## config.mk

```make
export PLATFORM = sky130hd
export DESIGN_NAME = piwc_decode
export DESIGN_NICKNAME = d
export VERILOG_FILES = /design/src/rtl/piwc_pkg.sv /design/src/rtl/piwc_decode.sv
export SDC_FILE = /design/constraint.sdc
export NUM_CORES = 1
export LEC_CHECK = 0
export CAP_MARGIN = 20
export CELL_PAD_IN_SITES_DETAIL_PLACEMENT = 1
export CELL_PAD_IN_SITES_GLOBAL_PLACEMENT = 1
export CORE_MARGIN = 8
export CORE_UTILIZATION = 40
export DETAILED_ROUTE_END_ITERATION = 6
export DONT_BUFFER_PORTS = 1
export PLACE_DENSITY_LB_ADDON = 0.1
export SKIP_LAST_GASP = 1
export SYNTH_ARGS = -nofsm -noshare
export SYNTH_HDL_FRONTEND = slang
export SYNTH_SLANG_ARGS = --single-unit
```

## constraint.sdc

```tcl
create_clock -name vclk -period 2.2
set_clock_uncertainty 0.05 [all_clocks]
set_input_delay 0.22 -clock vclk [all_inputs]
set_output_delay 0.22 -clock vclk [all_outputs]
set_load 0.03 [all_outputs]
```

## src/rtl/piwc_pkg.sv

```systemverilog
package piwc_pkg;

  // Width of a hash index; it covers 1 through 1024.
  localparam int IDX_W = 11;

  // Width of the part of the word that the report shows (bits 31 to 5).
  localparam int REPORT_W = 27;

  // Opcode field (bits 31 to 22) of a privileged instruction.
  localparam logic [9:0] PRIV_OPCODE = 10'd852;

  // Reset value of the index limit register.
  localparam logic [IDX_W-1:0] LIMIT_RESET = 11'd1000;

  typedef enum logic [2:0] {
    VERDICT_NOT_PRIV = 3'd0,
    VERDICT_GOOD     = 3'd1,
    VERDICT_BAD      = 3'd2,
    VERDICT_SKIPPED  = 3'd3,
    VERDICT_INSERTED = 3'd4,
    VERDICT_DROPPED  = 3'd5
  } verdict_t;

  typedef enum logic {
    ACTION_INSERT = 1'b0,
    ACTION_SCAN   = 1'b1
  } action_t;

  // What the decoder tells the pipeline about one instruction word.
  typedef struct packed {
    logic [IDX_W-1:0] idx;
    logic             priv;
    logic             outside;
  } decode_t;

endpackage

```

## src/rtl/piwc_decode.sv

```systemverilog
module piwc_decode #(
  parameter int TABLE_DEPTH = 1024
) (
  input  logic [31:0]                 word,
  input  logic [piwc_pkg::IDX_W-1:0]  limit,
  output piwc_pkg::decode_t           dec
);
  import piwc_pkg::*;

  localparam logic [IDX_W:0] DEPTH_V = (IDX_W + 1)'(TABLE_DEPTH);

  logic [IDX_W-1:0] idx;

  // Hash index: bits 21..12 folded with bits 11..5, plus one.
  assign idx = {1'b0, word[21:12] ^ {3'b000, word[11:5]}} + 11'd1;

  // A word is privileged on its opcode field with bit 20 or bit 19 set.
  assign dec.priv = (word[31:22] == PRIV_OPCODE) && (word[20] || word[19]);

  // An index is outside at or above the limit or beyond the table.
  assign dec.outside = (idx >= limit) || ({1'b0, idx} >= DEPTH_V);

  assign dec.idx = idx;

endmodule

```

==> results of run 1 <==
through the flow:
step	instance area, µm²	std cells	TNS [ns]	hold slack, ns
after global placement	910.9	108	-0.2807	0.5925
after floorplan	726.9	71	-0.3978	0.4770
after detailed placement	910.9	108	-0.4061	0.5960
after CTS	944.7	111	-0.3526	0.5960
what timing repair did:
| item | 4_1_cts |
|---|---|
| pin swaps | 5 |
| setup buffers | 3 |
| endpoints found under the setup margin | 1 |
| gates resized for setup | 3 |
| gates cloned | 0 |
synthesized netlist by cell type:
| cell type | count | area, µm² |
|---|---|---|
| a2111oi_0 | 1 | 8.760 |
| nand3_1 | 3 | 15.01 |
| and3_1 | 2 | 12.51 |
| xnor2_1 | 5 | 43.79 |
| xor2_1 | 5 | 43.79 |
| and4b_1 | 1 | 10.01 |
| nor2_1 | 7 | 26.28 |
| nand4bb_1 | 1 | 11.26 |
| nand4b_1 | 2 | 17.52 |
| nor4_2 | 1 | 12.51 |
| xor2_2 | 3 | 48.80 |
| nor4b_1 | 1 | 8.760 |
| o21a_1 | 1 | 7.510 |
| nand2b_1 | 1 | 6.260 |
| o21ai_0 | 1 | 5.000 |
| nand3_2 | 1 | 10.01 |
| a21oi_1 | 3 | 15.01 |
| or4_1 | 1 | 7.510 |
| nor2b_1 | 2 | 12.51 |
| inv_1 | 11 | 41.29 |
| nand2_1 | 1 | 3.750 |
| and4_2 | 1 | 10.01 |
| a31oi_1 | 1 | 6.260 |
| nand4_1 | 1 | 6.260 |
| nor3_1 | 1 | 5.000 |
| ha_1 | 12 | 150.1 |
| xnor2_2 | 1 | 16.27 |
cell families after synthesis:
kind of cell	count (synthesis)
adders and majority gates	12
buffers and inverters	11
AOI/OAI and AO/OA	7
xor gates and xnor gates	14
and+or+nand+nor	27
==> impl_metrics.toml, run 1 <==
[run_status]
outcome = "did not finish"
haltStage = "5_1_grt"
firstError = "[ERROR DPL-0033] detailed placement checks failed during check placement."

[logic_synthesis]
synth_fa_ha_area_share_pct = 26.73
synth_mux_area_share_pct = 0
synthesis.nets = 126
syn_area_um2 = 561.8
ys_seq_area_share_pct = 0
syn_area_per_cell_um2 = 7.913
syn_inst = 71
yosysUniqueCellTypes = 27
synth_compound_area_share_pct = 7.572
synth_top_family_by_area = "simple AND/OR/NAND/NOR gates"
synth_xor_area_share_pct = 27.17
synth-simple-area-share_pct = 31.18
yosys_warnings = 0

[floorplan]
fp.dieW_um = 53.48
placementRows = 13
io_pins = 56
fp.dieH_um = 53.48
start_util_pct = 43.17

[grt]
antenna_found_initial = 0
grt_start_max_net_pins = 6

[place]
portBuffers = 0
gp_congestion = 0.8251
dp_hpwl_um = 2145
place_ws_ns = -0.4061

[sta]
worst-ep-kind = "primary output"
crit_endpoint = "dec[0]"

[clock_network]
hold_buffers = 0
==> inputs of run 2 (changes only) <==
--- a/config.mk
+++ b/config.mk
@@ -6,13 +6,11 @@
 export NUM_CORES = 1
 export LEC_CHECK = 0
 export CAP_MARGIN = 20
-export CELL_PAD_IN_SITES_DETAIL_PLACEMENT = 1
-export CELL_PAD_IN_SITES_GLOBAL_PLACEMENT = 1
-export CORE_MARGIN = 8
-export CORE_UTILIZATION = 40
+export CORE_AREA = 8 8 69 71
 export DETAILED_ROUTE_END_ITERATION = 6
+export DIE_AREA = 0 0 77 79
 export DONT_BUFFER_PORTS = 1
-export PLACE_DENSITY_LB_ADDON = 0.1
+export PLACE_DENSITY_LB_ADDON = 0.15
 export SKIP_LAST_GASP = 1
 export SYNTH_ARGS = -nofsm -noshare
 export SYNTH_HDL_FRONTEND = slang
==> constraint.sdc (replaced) <==
create_clock -name vclk -period 2.9
set_clock_uncertainty 0.05 [all_clocks]
set_input_delay 0.29 -clock vclk [all_inputs]
set_output_delay 0.29 -clock vclk [all_outputs]
set_load 0.03 [all_outputs]
==> run 2 against run 1 <==
  * The flow now finishes without violations
  * Synthesized cell count unchanged
  * Area after synthesis unchanged
==> impl_metrics.toml, run 2 <==
[sta]
tns_ns = 0
final_hold_viol_count = 0
worst_pin_slew_ns = 0.4361
rsz0062_at_grt = "false"
finalCritPeriodShare_pct = 94.77
drv_slew = 0
max-slew-margin-rel_pct = 70.17
fmax_ghz = 0.3639
setup_violations = 0
finalCriticalPeriod_ns = 2.748

[grt]
gr-usage-all-layers_pct = 5.331
grt_first_pass_wirelength_um = 2794
grt_start_max_net_pins = 6
grt.overflow.total = 0
grt_pass1_vias = 627
antenna_found_initial = 0

[layout]
final_layout_size_suffix_gt1_share_pct = 35.63
antenna_cells = 0
nFillCells = 429
fin_util_pct = 21.41
final_cell_mix = "buf_4, inv_1, ha_1, nor2_1, xor2_2"
final_common_cell = "buf_4"
nClkBuffers = 0
seqCellArea_um2 = 0
nNetsFinal = 144
syn_to_final_growth_pct = 44.77
seq_cells = 0

[job]
cap_violations = 0

[setup_path]
crit_slowest_cell = "or4_4"
crit_type = "input pin to output port"
path_max_fanout = 4
crit_required_ns = 2.56
path_cells = "xor2_2 -> ha_2 -> and4_4 -> nand3_1 -> xnor2_2 -> ha_1 -> nand4_1 -> or4_4 -> nand4b_1 -> buf_6"
critical-path-max-stage-delay_ns = 0.56
end_kind = "output port"
arrival_ns = 2.41
start_kind = "input pin"

[worst_hold_path]
hold_end = "dec[11]"
holdCritPathClass = "input pin to output port"
hp-start = "word[21]"
holdPathStages = 2

[power]
p_leak_uw = 0.0003744
finalPower_uw = 181.6
ir_drop_mv = 0.1359
p_per_area_nw_per_um2 = 223.3

[logic_synthesis]
synthTopCellsByArea = "ha_1, xor2_2, xnor2_1, xor2_1, inv_1"
syn_area_um2 = 561.8
netlist.area_leader.share_pct = 26.73
ys_top_cells_by_count = "ha_1, inv_1, nor2_1"
synth_area_leader_cell = "ha_1"
yosysMostFrequentCell = "ha_1"
yosysUniqueCellTypes = 27
ys_seq_area_share_pct = 0
syn_inst = 71
syn_area_per_cell_um2 = 7.913
synthesis.nets = 126
yosys_warnings = 0

[floorplan]
placementRows = 23
fp.dieW_um = 77
fp.dieH_um = 79
start_util_pct = 14.79
die_area_um2 = 6083
core_um2 = 3799
io_pins = 56

[run_status]
outcome = "finished clean"

[detailed_routing]
avgRoutedWirePerCell_um = 13.07
drtIter0Drc = 3
postRouteAntennaNets = 0
vias = 540
vias_per_cell = 3.942
dr.pass1.iters = 2
drt-total-wl_um = 1791
drc = 0

[place]
dp_hpwl_um = 1728
portBuffers = 0
gp_congestion = 0.6151
[run 2: cell counts after synthesis]
No cell type changed its count.
[run 2: kinds of logic after synthesis]
group / synth area share [%]
fa+ha+maj: 26.73
simple gates: 31.18
compound gates: 7.572
buf+inv: 7.350
xor+xnor: 27.17
[run 2: worst max path at each step]
stage	start	end	slack, ns	cells past startpoint
floorplan	word[5]	dec[0]	0.02	9
global placement	word[5]	dec[0]	0.07	10
detailed placement	word[5]	dec[0]	0.04	10
CTS	word[5]	dec[0]	0.03	10
global route	word[8]	dec[0]	0.02	9
finish	word[6]	dec[0]	0.15	10
[run 2: area by class of cell]
type	count	area, µm²	share of cell area (%)
Tap cell	50	62.56	7.692
Timing Repair Buffer	16	123.9	15.23
Multi-Input combinational cell	60	585.6	72.00
Inverter	11	41.29	5.077
[run 2: where the power goes]
part | internal, µW | switching (µW)
Combinational | 76.7 | 105
Clock | 0 | 0
Sequential | 0 | 0
Total | 76.7 | 105
[run 2: per-stage QoR]
stage               hold slack (ns)  setup WS, ns  cells  cell area [µm²]
floorplan                    0.6611       0.01580     71            591.8
global placement             0.7564       0.06649    136            767.0
detailed placement           0.7569       0.03733    136            767.0
global route                 0.7607       0.01779    137            813.3
CTS                          0.7569       0.03431    136            767.0
finish                       0.7529        0.1517    137            813.3
[run 2: repair_timing]
action	4_1_cts	5_1_grt
hold buffers	0	0
buffers inserted	0	1
setup endpoints to repair	0	1
resized for setup	0	8
[run 2: worst max-delay path: cells and delay by family]
family / cells / cell delay, ns
fa+ha+maj: 2 / 0.49
buf+inv: 1 / 0.14
xor+xnor: 2 / 0.33
simple gates: 5 / 1.15
[run 2: routing by layer]
| layer | wire length, µm | vias to the layer above | track usage, % |
|---|---|---|---|
| li1 | - | 276 | - |
| met1 | 766 | 233 | 7.012 |
| met2 | 773 | 31 | 7.901 |
| met3 | 251 | 0 | 2.935 |
| met4 | 0 | 0 | 0 |
| met5 | 0 | - | 0 |
No activity file was read; power rests on OpenSTA's default activity.
